**config.mk**
```make
export PLATFORM = sky130hd
export DESIGN_NAME = period_tagged_double_inbox
export DESIGN_NICKNAME = d
export VERILOG_FILES = /design/src/sv/ptdi_pkg.sv /design/src/sv/ptdi_front.sv /design/src/sv/ptdi_queue.sv /design/src/sv/ptdi_back.sv /design/src/sv/period_tagged_double_inbox.sv
export SDC_FILE = /design/constraint.sdc
export NUM_CORES = 2
export LEC_CHECK = 0
export BUFFER_PORTS_ARGS = -buffer_cell sky130_fd_sc_hd__buf_2
export CORE_UTILIZATION = 35
export CTS_CLUSTER_SIZE = 12
export DETAILED_ROUTE_END_ITERATION = 10
export GPL_TIMING_DRIVEN = 1
export PLACE_DENSITY = 0.59
export SETUP_SLACK_MARGIN = 0.2
export SLEW_MARGIN = 20
export SYNTH_ARGS = -nofsm -noshare
export SYNTH_HDL_FRONTEND = slang
export SYNTH_SLANG_ARGS = --single-unit
```
**constraint.sdc**
```tcl
create_clock -name clk -period 15.4 [get_ports clk]
set_input_delay 3.08 -clock clk [delete_from_list [all_inputs] [get_ports clk]]
set_output_delay 3.08 -clock clk [all_outputs]
set_load 0.01 [all_outputs]
```
**src/sv/ptdi_pkg.sv**
```systemverilog
// Shared types, codes and constants of the period-tagged double inbox.
package ptdi_pkg;

    localparam int TASKS_DEFAULT         = 16;
    localparam int PAYLOAD_BYTES_DEFAULT = 8;

    localparam int TIME_W    = 64;
    localparam int PERIOD_W  = 32;
    localparam int DATA_W    = 64;
    localparam int IDX_MAX_W = 7;
    localparam int CFG_IDX_W = 1;

    localparam logic [PERIOD_W-1:0] PERIOD_RESET = 32'd1000;
    localparam logic [TIME_W-1:0]   START_RESET  = 64'd0;

    localparam int QUEUE_DEPTH = 2;
    localparam int QPTR_W      = 1;
    localparam int QCNT_W      = 2;

    // Input action codes
    localparam logic [1:0] ACT_RECV = 2'd0;
    localparam logic [1:0] ACT_READ = 2'd1;
    localparam logic [1:0] ACT_TICK = 2'd2;

    // Result status codes
    localparam logic [1:0] ST_DROP = 2'd0;
    localparam logic [1:0] ST_CUR  = 2'd1;
    localparam logic [1:0] ST_NEXT = 2'd2;
    localparam logic [1:0] ST_DONE = 2'd3;

    // Configuration register indexes
    localparam logic [CFG_IDX_W-1:0] CFG_PERIOD = 1'd0;
    localparam logic [CFG_IDX_W-1:0] CFG_START  = 1'd1;

    typedef struct packed {
        logic [1:0]        action;
        logic [TIME_W-1:0] time_tag;
        logic signed [7:0] sender;
        logic              size_ok;
        logic [DATA_W-1:0] payload;
    } in_item_t;

    typedef struct packed {
        logic [1:0]        status;
        logic              entry_received;
        logic [DATA_W-1:0] entry_payload;
    } out_item_t;

    typedef enum logic [1:0] {
        OP_NOP   = 2'd0,
        OP_STORE = 2'd1,
        OP_READ  = 2'd2,
        OP_TICK  = 2'd3
    } op_t;

    // Classified command handed from the front end to the back end
    typedef struct packed {
        op_t                  op;
        logic [1:0]           status;
        logic                 bank;
        logic                 idx_ok;
        logic [IDX_MAX_W-1:0] idx;
        logic [DATA_W-1:0]    data;
    } cmd_t;

endpackage

```
**src/sv/ptdi_front.sv**
```systemverilog
// Front end: owns period timing and bank selection, classifies each item.
module ptdi_front #(
    parameter int TASKS = ptdi_pkg::TASKS_DEFAULT
) (
    input  logic                               clk,
    input  logic                               rst_n,
    input  logic                               in_valid,
    output logic                               in_ready,
    input  ptdi_pkg::in_item_t                 in_data,
    input  logic                               cfg_valid,
    input  logic [ptdi_pkg::CFG_IDX_W-1:0]     cfg_index,
    input  logic [ptdi_pkg::TIME_W-1:0]        cfg_data,
    output logic                               cmd_valid,
    input  logic                               cmd_ready,
    output ptdi_pkg::cmd_t                     cmd
);
    import ptdi_pkg::*;

    logic [PERIOD_W-1:0] period_reg, period_next;
    logic [TIME_W-1:0]   base_reg, base_next;
    logic [TIME_W-1:0]   next_time_reg, next_time_next;
    logic                bank_reg, bank_next;
    logic                idx_ok;
    logic                push;

    assign in_ready  = cmd_ready;
    assign cmd_valid = in_valid;
    assign push      = in_valid && cmd_ready;
    assign idx_ok    = !in_data.sender[7] && (in_data.sender[6:0] < IDX_MAX_W'(TASKS));

    always_comb
    begin
        cmd.op     = OP_NOP;
        cmd.status = ST_DROP;
        cmd.bank   = bank_reg;
        cmd.idx_ok = idx_ok;
        cmd.idx    = in_data.sender[6:0];
        cmd.data   = in_data.payload;
        case (in_data.action)
            ACT_RECV:
            begin
                if (in_data.size_ok && idx_ok)
                begin
                    if (in_data.time_tag == base_reg)
                    begin
                        cmd.op     = OP_STORE;
                        cmd.status = ST_CUR;
                    end
                    else if (in_data.time_tag == next_time_reg)
                    begin
                        cmd.op     = OP_STORE;
                        cmd.status = ST_NEXT;
                        cmd.bank   = ~bank_reg;
                    end
                end
            end
            ACT_READ:
            begin
                cmd.op     = OP_READ;
                cmd.status = ST_DONE;
            end
            ACT_TICK:
            begin
                cmd.op     = OP_TICK;
                cmd.status = ST_DONE;
            end
            default:
            begin
                cmd.op     = OP_NOP;
                cmd.status = ST_DROP;
            end
        endcase
    end

    // Keep the next period's base time precomputed so a tag needs only compares
    always_comb
    begin
        period_next    = period_reg;
        base_next      = base_reg;
        next_time_next = next_time_reg;
        bank_next      = bank_reg;
        if (cfg_valid)
        begin
            case (cfg_index)
                CFG_PERIOD:
                begin
                    period_next    = cfg_data[PERIOD_W-1:0];
                    next_time_next = base_reg + TIME_W'(cfg_data[PERIOD_W-1:0]);
                end
                CFG_START:
                begin
                    base_next      = cfg_data;
                    next_time_next = cfg_data + TIME_W'(period_reg);
                end
                default:
                begin
                    period_next = period_reg;
                end
            endcase
        end
        else if (push && in_data.action == ACT_TICK)
        begin
            base_next      = next_time_reg;
            next_time_next = next_time_reg + TIME_W'(period_reg);
            bank_next      = ~bank_reg;
        end
    end

    always_ff @(posedge clk or negedge rst_n)
    begin
        if (!rst_n)
        begin
            period_reg    <= PERIOD_RESET;
            base_reg      <= START_RESET;
            next_time_reg <= START_RESET + TIME_W'(PERIOD_RESET);
            bank_reg      <= 1'b0;
        end
        else
        begin
            period_reg    <= period_next;
            base_reg      <= base_next;
            next_time_reg <= next_time_next;
            bank_reg      <= bank_next;
        end
    end

`ifndef NO_ASSERTIONS
    a_tick_advance: assert property (@(posedge clk) disable iff (!rst_n)
        (push && in_data.action == ACT_TICK && !cfg_valid)
        |=> (base_reg == $past(next_time_reg) && bank_reg != $past(bank_reg)))
        else $error("tick did not advance base time and bank");
    a_next_time: assert property (@(posedge clk) disable iff (!rst_n)
        $past(rst_n) |-> (next_time_reg == base_reg + TIME_W'(period_reg)))
        else $error("next base time out of step");
`endif

endmodule

```
**src/sv/ptdi_queue.sv**
```systemverilog
// Short command queue decoupling the front end from the back end.
module ptdi_queue (
    input  logic           clk,
    input  logic           rst_n,
    input  logic           push_valid,
    output logic           push_ready,
    input  ptdi_pkg::cmd_t push_data,
    output logic           pop_valid,
    input  logic           pop_ready,
    output ptdi_pkg::cmd_t pop_data
);
    import ptdi_pkg::*;

    cmd_t              q_reg [QUEUE_DEPTH];
    logic [QPTR_W-1:0] wr_ptr_reg;
    logic [QPTR_W-1:0] rd_ptr_reg;
    logic [QCNT_W-1:0] count_reg;
    logic              push;
    logic              pop;

    assign push_ready = (count_reg < QCNT_W'(QUEUE_DEPTH));
    assign pop_valid  = (count_reg != '0);
    assign pop_data   = q_reg[rd_ptr_reg];
    assign push       = push_valid && push_ready;
    assign pop        = pop_valid && pop_ready;

    always_ff @(posedge clk)
    begin
        if (push)
        begin
            q_reg[wr_ptr_reg] <= push_data;
        end
    end

    always_ff @(posedge clk or negedge rst_n)
    begin
        if (!rst_n)
        begin
            wr_ptr_reg <= '0;
            rd_ptr_reg <= '0;
            count_reg  <= '0;
        end
        else
        begin
            if (push)
            begin
                wr_ptr_reg <= wr_ptr_reg + 1'b1;
            end
            if (pop)
            begin
                rd_ptr_reg <= rd_ptr_reg + 1'b1;
            end
            count_reg <= count_reg + QCNT_W'(push) - QCNT_W'(pop);
        end
    end

`ifndef NO_ASSERTIONS
    a_count_bound: assert property (@(posedge clk) disable iff (!rst_n)
        count_reg <= QCNT_W'(QUEUE_DEPTH))
        else $error("queue count beyond depth");
`endif

endmodule

```
**src/sv/ptdi_back.sv**
```systemverilog
// Back end: received flags, payload memory and the result pipeline.
module ptdi_back #(
    parameter int TASKS         = ptdi_pkg::TASKS_DEFAULT,
    parameter int PAYLOAD_BYTES = ptdi_pkg::PAYLOAD_BYTES_DEFAULT
) (
    input  logic                clk,
    input  logic                rst_n,
    input  logic                cmd_valid,
    output logic                cmd_ready,
    input  ptdi_pkg::cmd_t      cmd,
    output logic                out_valid,
    input  logic                out_ready,
    output ptdi_pkg::out_item_t out_data
);
    import ptdi_pkg::*;

    localparam int PW     = 8 * PAYLOAD_BYTES;
    localparam int IDX_W  = (TASKS > 1) ? $clog2(TASKS) : 1;
    localparam int ADDR_W = $clog2(2 * TASKS);
    localparam int DEPTH  = 2 * TASKS;

    logic [PW-1:0]    mem [DEPTH];
    logic [TASKS-1:0] flags_reg [2];
    logic [IDX_W-1:0] idx;
    logic [ADDR_W-1:0] addr;
    logic             pop;
    logic             s1_adv;

    logic             s1_valid_reg;
    logic [1:0]       s1_status_reg;
    logic             s1_rcv_reg;
    logic [PW-1:0]    rd_data_reg;

    logic             out_valid_reg;
    out_item_t        out_reg;

    assign idx  = cmd.idx[IDX_W-1:0];
    assign addr = cmd.bank ? (ADDR_W'(TASKS) + ADDR_W'(idx)) : ADDR_W'(idx);

    assign s1_adv    = s1_valid_reg && (!out_valid_reg || out_ready);
    assign cmd_ready = !s1_valid_reg || s1_adv;
    assign pop       = cmd_valid && cmd_ready;

    assign out_valid = out_valid_reg;
    assign out_data  = out_reg;

    // Payload memory: one write, one registered read per cycle
    always_ff @(posedge clk)
    begin
        if (pop && cmd.op == OP_STORE)
        begin
            mem[addr] <= cmd.data[PW-1:0];
        end
        if (pop)
        begin
            rd_data_reg <= mem[addr];
        end
    end

    always_ff @(posedge clk or negedge rst_n)
    begin
        if (!rst_n)
        begin
            flags_reg[0] <= '0;
            flags_reg[1] <= '0;
        end
        else if (pop)
        begin
            case (cmd.op)
                OP_STORE: flags_reg[cmd.bank][idx] <= 1'b1;
                OP_TICK:  flags_reg[cmd.bank]      <= '0;
                default:  flags_reg[cmd.bank]      <= flags_reg[cmd.bank];
            endcase
        end
    end

    always_ff @(posedge clk or negedge rst_n)
    begin
        if (!rst_n)
        begin
            s1_valid_reg  <= 1'b0;
            s1_status_reg <= ST_DROP;
            s1_rcv_reg    <= 1'b0;
        end
        else
        begin
            if (pop)
            begin
                s1_valid_reg  <= 1'b1;
                s1_status_reg <= cmd.status;
                s1_rcv_reg    <= (cmd.op == OP_READ) && cmd.idx_ok
                                 && flags_reg[cmd.bank][idx];
            end
            else if (s1_adv)
            begin
                s1_valid_reg <= 1'b0;
            end
        end
    end

    always_ff @(posedge clk or negedge rst_n)
    begin
        if (!rst_n)
        begin
            out_valid_reg <= 1'b0;
            out_reg       <= '0;
        end
        else
        begin
            if (s1_adv)
            begin
                out_valid_reg          <= 1'b1;
                out_reg.status         <= s1_status_reg;
                out_reg.entry_received <= s1_rcv_reg;
                out_reg.entry_payload  <= s1_rcv_reg ? DATA_W'(rd_data_reg) : '0;
            end
            else if (out_ready)
            begin
                out_valid_reg <= 1'b0;
            end
        end
    end

`ifndef NO_ASSERTIONS
    a_rcv_only_on_read: assert property (@(posedge clk) disable iff (!rst_n)
        (out_valid_reg && out_reg.entry_received) |-> (out_reg.status == ST_DONE))
        else $error("received flag reported outside a read");
    a_zero_when_clear: assert property (@(posedge clk) disable iff (!rst_n)
        (out_valid_reg && !out_reg.entry_received) |-> (out_reg.entry_payload == '0))
        else $error("payload shown for an entry not received");
    a_tick_clears: assert property (@(posedge clk) disable iff (!rst_n)
        (pop && cmd.op == OP_TICK) |=> (flags_reg[$past(cmd.bank)] == '0))
        else $error("end of period left flags set");
`endif

endmodule

```
**src/sv/period_tagged_double_inbox.sv**
```systemverilog
// Top level of the period-tagged double inbox: front end, command queue, back end.
// Throughput: one item per cycle while out_ready is high; no item takes over one slot.
// Path: each accepted item passes the queue register, then the memory read register,
// then the output register, before its result is presented.
// Reset: asynchronous, active low; flags clear, bank 0, period 1000, base time 0.
// Payload memory is not cleared; entries are only ever returned behind a set flag.
module period_tagged_double_inbox #(
    parameter int TASKS         = ptdi_pkg::TASKS_DEFAULT,
    parameter int PAYLOAD_BYTES = ptdi_pkg::PAYLOAD_BYTES_DEFAULT
) (
    input  logic                           clk,
    input  logic                           rst_n,
    input  logic                           in_valid,
    output logic                           in_ready,
    input  ptdi_pkg::in_item_t             in_data,
    output logic                           out_valid,
    input  logic                           out_ready,
    output ptdi_pkg::out_item_t            out_data,
    input  logic                           cfg_valid,
    output logic                           cfg_ready,
    input  logic [ptdi_pkg::CFG_IDX_W-1:0] cfg_index,
    input  logic [ptdi_pkg::TIME_W-1:0]    cfg_data
);
    import ptdi_pkg::*;

    // Front end to queue
    logic f_valid;
    logic f_ready;
    cmd_t f_cmd;

    // Queue to back end
    logic b_valid;
    logic b_ready;
    cmd_t b_cmd;

    // Register writes go straight into the front-end registers, so always take them
    assign cfg_ready = 1'b1;

    // Classify each item against the current base time and bank; a tick with no
    // register write flips the bank so items behind it classify for the new period
    ptdi_front #(
        .TASKS (TASKS)
    ) u_front (
        .clk       (clk),
        .rst_n     (rst_n),
        .in_valid  (in_valid),
        .in_ready  (in_ready),
        .in_data   (in_data),
        .cfg_valid (cfg_valid),
        .cfg_index (cfg_index),
        .cfg_data  (cfg_data),
        .cmd_valid (f_valid),
        .cmd_ready (f_ready),
        .cmd       (f_cmd)
    );

    // Hold classified commands so either side may stall on its own
    ptdi_queue u_queue (
        .clk        (clk),
        .rst_n      (rst_n),
        .push_valid (f_valid),
        .push_ready (f_ready),
        .push_data  (f_cmd),
        .pop_valid  (b_valid),
        .pop_ready  (b_ready),
        .pop_data   (b_cmd)
    );

    // Apply commands in order: set or clear flags, write or read the payload
    // memory, and deliver one result item per command
    ptdi_back #(
        .TASKS         (TASKS),
        .PAYLOAD_BYTES (PAYLOAD_BYTES)
    ) u_back (
        .clk       (clk),
        .rst_n     (rst_n),
        .cmd_valid (b_valid),
        .cmd_ready (b_ready),
        .cmd       (b_cmd),
        .out_valid (out_valid),
        .out_ready (out_ready),
        .out_data  (out_data)
    );

endmodule
```
# Word level (Yosys, flattened, before mapping)
# Memories as Yosys holds them, arrays and structs flattened. A register that Yosys moved wholly into a read port is not among the register bits.
# Cells that the tools add are included.
# totals
inputBits	209
regBits	269
memories	2
ramBits	2202
out_inout_bits	70
# mem_list
name	depth	word_bits	rd	rd_clocked_by_memory_dff	write_ports	line_no	text
u_back.mem	32	64	1	1	1	ptdi_back.sv:22	logic [PW-1:0] mem [DEPTH];
u_queue.q_reg	2	77	1	0	1	ptdi_queue.sv:14	cmd_t q_reg [QUEUE_DEPTH];
# classes
bitwise_logic	7
order_cmp	6
eq_ne	8
n_addsub	8
mux	35
reduce_logical	24
# ops
operator	count
two-way mux 64 bit	6
adder 64 x 32 -> 64 bit	3
== test 64 bit	2
case mux 64 bit (2 select lines)	1
two-way mux 16 bit	5
case mux 32 bit (2 select lines)	1
AND 32 bit	1
bitwise mux 32 bit	1
demux 16 bit (select 1 bit)	2
NOT 32 bit	1
OR 32 bit	1
two-way mux 1 bit	12
case mux 4 bit (3 select lines)	1
logical AND 1 bit	11
two-way mux 5 bit	2
two-way mux 4 bit	2
nonzero test 2 bit	4
less-than comparator 7 x 5 -> 1 bit, second input constant	1
== test 2 bit, second input constant	3
AND reduction 2 bit	3
adder 5 x 4 -> 5 bit, first input constant	1
less-than comparator 4 x 5 -> 1 bit, second input constant	1
binary-select mux 1 bit (select 4 bit)	1
demux 1 bit (select 4 bit)	1
other kinds (14)	21

# Depth between registers and ports, before layout
# An unclocked memory read counts as a cell.
# depth
ltp_word	9
mapped_depth	13
ltp_nobuf	12

# Cells and area by module
# A second synthesis with hierarchy kept.
# hier_totals
cells_unflattened	5823
area_unflattened_um2	106134.3
# modules_own_cells
mod	cells_per_inst	area_per_inst_um2	instances
ptdi_back	3485	83730.3	1
ptdi_front	2077	16553.4	1
ptdi_queue	259	5839.4	1
period_tagged_double_inbox	2	11.3	1

# Least setup slack after synthesis
# OpenSTA, ideal clock, no wires.
# synth_timing
path_kind	input to register
startpoint	input port out_ready
endpoint	memory u_back.mem[12][0] in the netlist's numbering (enable)
t_arrival_ns	10.263
path_slack_ns	4.649
stages	7
required_ns	14.912
path_cell_list	nor2b_1 -> a21oi_1 -> and2_1 -> nand2_1 -> nor2_1 -> nand3_1 -> nor2_1
# synth_between
elab_chain_cells	7
# synth_lines
element	line_no	text
start, declared	period_tagged_double_inbox.sv:17	input logic out_ready,
logical OR 1 bit	ptdi_back.sv:40	assign s1_adv = s1_valid_reg && (!out_valid_reg || out_ready);
logical AND 1 bit	ptdi_back.sv:40	
logical OR 1 bit	ptdi_back.sv:41	assign cmd_ready = !s1_valid_reg || s1_adv;
logical AND 1 bit	ptdi_back.sv:42	assign pop = cmd_valid && cmd_ready;
net u_back.pop	ptdi_back.sv:26	logic pop;
logical AND 1 bit	ptdi_back.sv:50	if (pop && cmd.op == OP_STORE)
two-way mux 1 bit	ptdi_back.sv:50	
two-way mux 1 bit (not written as such)	ptdi_back.sv:52	mem[addr] <= cmd.data[PW-1:0];
end, declared	ptdi_back.sv:22	
# The timed path passes the listed nets, and every way through them passes these cells.

# Final worst setup path
# layout_timing
startpoint	input port out_ready
endpoint	memory u_back.mem[24][44] in the netlist's numbering (enable)
# The elaborated chain is that of the path after synthesis.

==> flow_metrics.tcl <==
set metrics [dict create \
    status "completed" \
    postCtsHoldBufs 0 \
    r2r_cells 9 \
    crit_chain "buf_2 -> nor2b_1 -> a21oi_4 -> and2_1 -> nand2_1 -> nor2_1 -> nand3_1 -> nor2_4 -> buf_4" \
    clkTransAtPathRegs_ps 60 \
    setup_tns_ps 0 \
    min_from "u_back.out_data[13]" \
    yosysTopAreaCellShare_pct 64.3 \
    ys_seq_area_share_pct 70.7 \
    die_area_um2 304000 \
    wirelength_um 300000 \
    critPathTopFamily "simple AND/OR/NAND/NOR gates" \
    finalNetCount 7129 \
    final_util_pct 40.2 \
    worst_pin_slew_ps 1150 \
    coreArea_um2 300000 \
    max-cap-violations 0 \
    overflow 0 \
    slew_headroom_pct 22.9 \
    fillers 27151 \
    die_x_um 551 \
    grt_max_degree 143 \
    p_per_area_nw_per_um2 176 \
    cts_resized 0 \
    avgSynthCellArea_um2 16.2 \
    dr.pass1.iters 7 \
    num_vias 60900 \
    leakage_uw 0.0407 \
    track_usage_pct 19.5 \
    grt_pass1_vias 61121 \
    yosys.area_share.adder_pct 1.25 \
    combPwrFrac_pct 27.6 \
    start_util_pct 35.2 \
    clock_path_buffers 4 \
    fin_crit_ps 6600 \
    p_seq_share_pct 42.5 \
    syn_nets 6809 \
    routedWlPerCell_um 27.3 \
    intPower_uw 14300 \
    rr_startpoint "u_queue.rd_ptr_reg" \
    synth_top_area_cell "edfxtp_1" \
    p_switching_uw 6930 \
    synth_top_family_by_area "multiplexers" \
    numPortBuffers 277 \
    cts-root-buf "clkbuf_16" \
    fin_hold_ws_ps 475 \
    setup_viol 0 \
    max_freq_mhz 152 \
    dp_hpwl_um 179000 \
    rsz0062_at_grt "false" \
    rows 201 \
    postSynth.asyncResetShare_pct 10.6 \
    synth-simple-area-share_pct 7.81 \
    syn2layout_area_growth_pct 14.1 \
    fin_crit_sh_pct 42.8 \
    critPathMaxStageDelay_ps 880 \
    ant_nets 0 \
    drc 0 \
    synthMuxAreaShare_pct 12.6 \
    end_kind "flip-flop" \
    slowest_stage "nor2_4" \
    r2r_setup_slack_ps 9960 \
    ys_top_cells_by_area "edfxtp_1 64%, mux4_2 11%, dfrtp_1 6.1%" \
    drtIter0Drc 6789 \
    synth_xor_xnor_area_share_pct 2.50 \
    syn_area_um2 106000 \
    crit_type "primary input to flip-flop" \
    synth_edf_count 2260 \
    synth_flop_cell "edfxtp_1" \
    synth_most_common_cell "edfxtp_1" \
    die_y_um 551 \
    grt_pass1_wl_um 433000 \
    htreeDepth 5 \
    ys_types 88 \
    clkPwrFrac_pct 29.8 \
    path_buf_inv 2 \
    worstPathArrival_ps 7030 \
    rr_endpoint "u_back.rd_data_reg[45]" \
    crit_path_start_kind "primary input" \
    hp-class "flip-flop to flip-flop" \
    cts_buffers 280 \
    switching_share_pct 32.7 \
    crit_required_ps 15830 \
    finClkSkew_ps 115 \
    clkSinkCount 2529 \
    maxSlewViolCount 0 \
    worstHoldEndpoint "u_back.out_data[13]" \
    vdd.ir_drop.worst_v 0.000160 \
    drive_gt1_share_pct 20.2 \
    finalHoldViolations 0 \
    final_cells 10984 \
    yosys_warnings 0 \
    antenna_found_initial 24 \
    cts_tree "built" \
    netlist_instances 6496 \
    whs_path_depth 2 \
    gp_congestion 0.938 \
    largest_reg_flops 2048 \
    postCtsSetupBuffers 0 \
    clock_latency_ps 880 \
    yosys_register_bits 2529 \
    synth_commonest_cells "2,260 x edfxtp_1, 1,058 x nand2_1, 512 x mux4_2" \
    io_pins 279 \
    synth_compound_area_share_pct 3.72 \
    crit_path_max_fanout 41 \
    vias_per_cell 5.54 \
    dp_cells 10489 \
]
==> through the flow <==
step	worst slack [ps]	cell area [um2]	power [uW]
final	8800	120000	21200
after global routing	8780	120000	22000
after floorplan	4650	106000	12800
after global placement	8090	112000	15000
after detailed placement	8080	112000	15100
after CTS	8920	120000	21400
==> metal layers <==
metal	track usage (%)	up-vias	part of all wire, %
met5	0	-	0.026
met4	6.15	12	3.2
met3	3.19	509	7.7
met2	31.2	2677	47
met1	27.1	31892	42
li1	-	25810	-
==> worst max path at each step <==
stage | end | start | slack (ps) | cells past startpoint
after floorplan | u_back.mem[12][0] | out_ready | 4650 | 7
after global placement | u_back.mem[29][1] | out_ready | 8090 | 9
after detailed placement | u_back.mem[2][63] | out_ready | 8080 | 9
after CTS | u_back.mem[2][61] | out_ready | 8920 | 9
after global routing | u_back.mem[2][63] | out_ready | 8780 | 9
final | u_back.mem[24][44] | out_ready | 8800 | 9
==> power groups by stage <==
stage | combinational [uW] | sequential, uW | clock, uW
6_report | 5850 | 9010 | 6320
5_1_grt | 6300 | 9050 | 6670
3_5_place_dp | 5910 | 9150 | 0
4_1_cts | 5930 | 9010 | 6430
3_3_place_gp | 5830 | 9130 | 0
2_1_floorplan | 3760 | 8990 | 0
==> worst reg2reg max path, delay by kind of cell, from the launching register on <==
family        cells  cell delay (ps)
buf+inv           3             2310
mux               2             1550
simple gates      4              670
flops             1              600
==> cell families after synthesis <==
family | count (synthesis)
AO/OA/AOI/OAI | 620
XOR/XNOR | 301
adder cells (fa/ha/maj) | 104
buffers and inverters | 376
flip-flops | 2529
multiplexers | 677
other | 1
AND/OR/NAND/NOR | 1888
==> layout by cell type, fill, tap and decap left out, drive strengths merged, types with 34 or more instances in the layout <==
| cell type | instances |
|---|---|
| xnor2 | 227 |
| nand4 | 73 |
| xor2 | 74 |
| mux2i | 91 |
| nand2 | 1058 |
| nor2 | 158 |
| clkinv | 60 |
| and3 | 34 |
| nor3 | 39 |
| o21ai | 228 |
| buf | 378 |
| mux4 | 512 |
| mux2 | 74 |
| a21o | 65 |
| a21oi | 132 |
| ha | 101 |
| edfxtp | 2260 |
| dfrtp | 257 |
| inv | 42 |
| clkbuf | 405 |
| nand3 | 442 |
==> final cells by class <==
cell class | count | area [um2] | share of cell area (%)
multi-input cells | 3591 | 29800 | 24.8
well taps | 3958 | 4950 | 4.11
clock buffers | 405 | 7840 | 6.51
flip-flops and latches | 2529 | 74600 | 62.0
inverters | 36 | 135 | 0.112
clock inverters | 74 | 624 | 0.519
diodes | 13 | 32.5 | 0.0270
repair buffers | 378 | 2370 | 1.97
(Power assumes the default switching activity.)
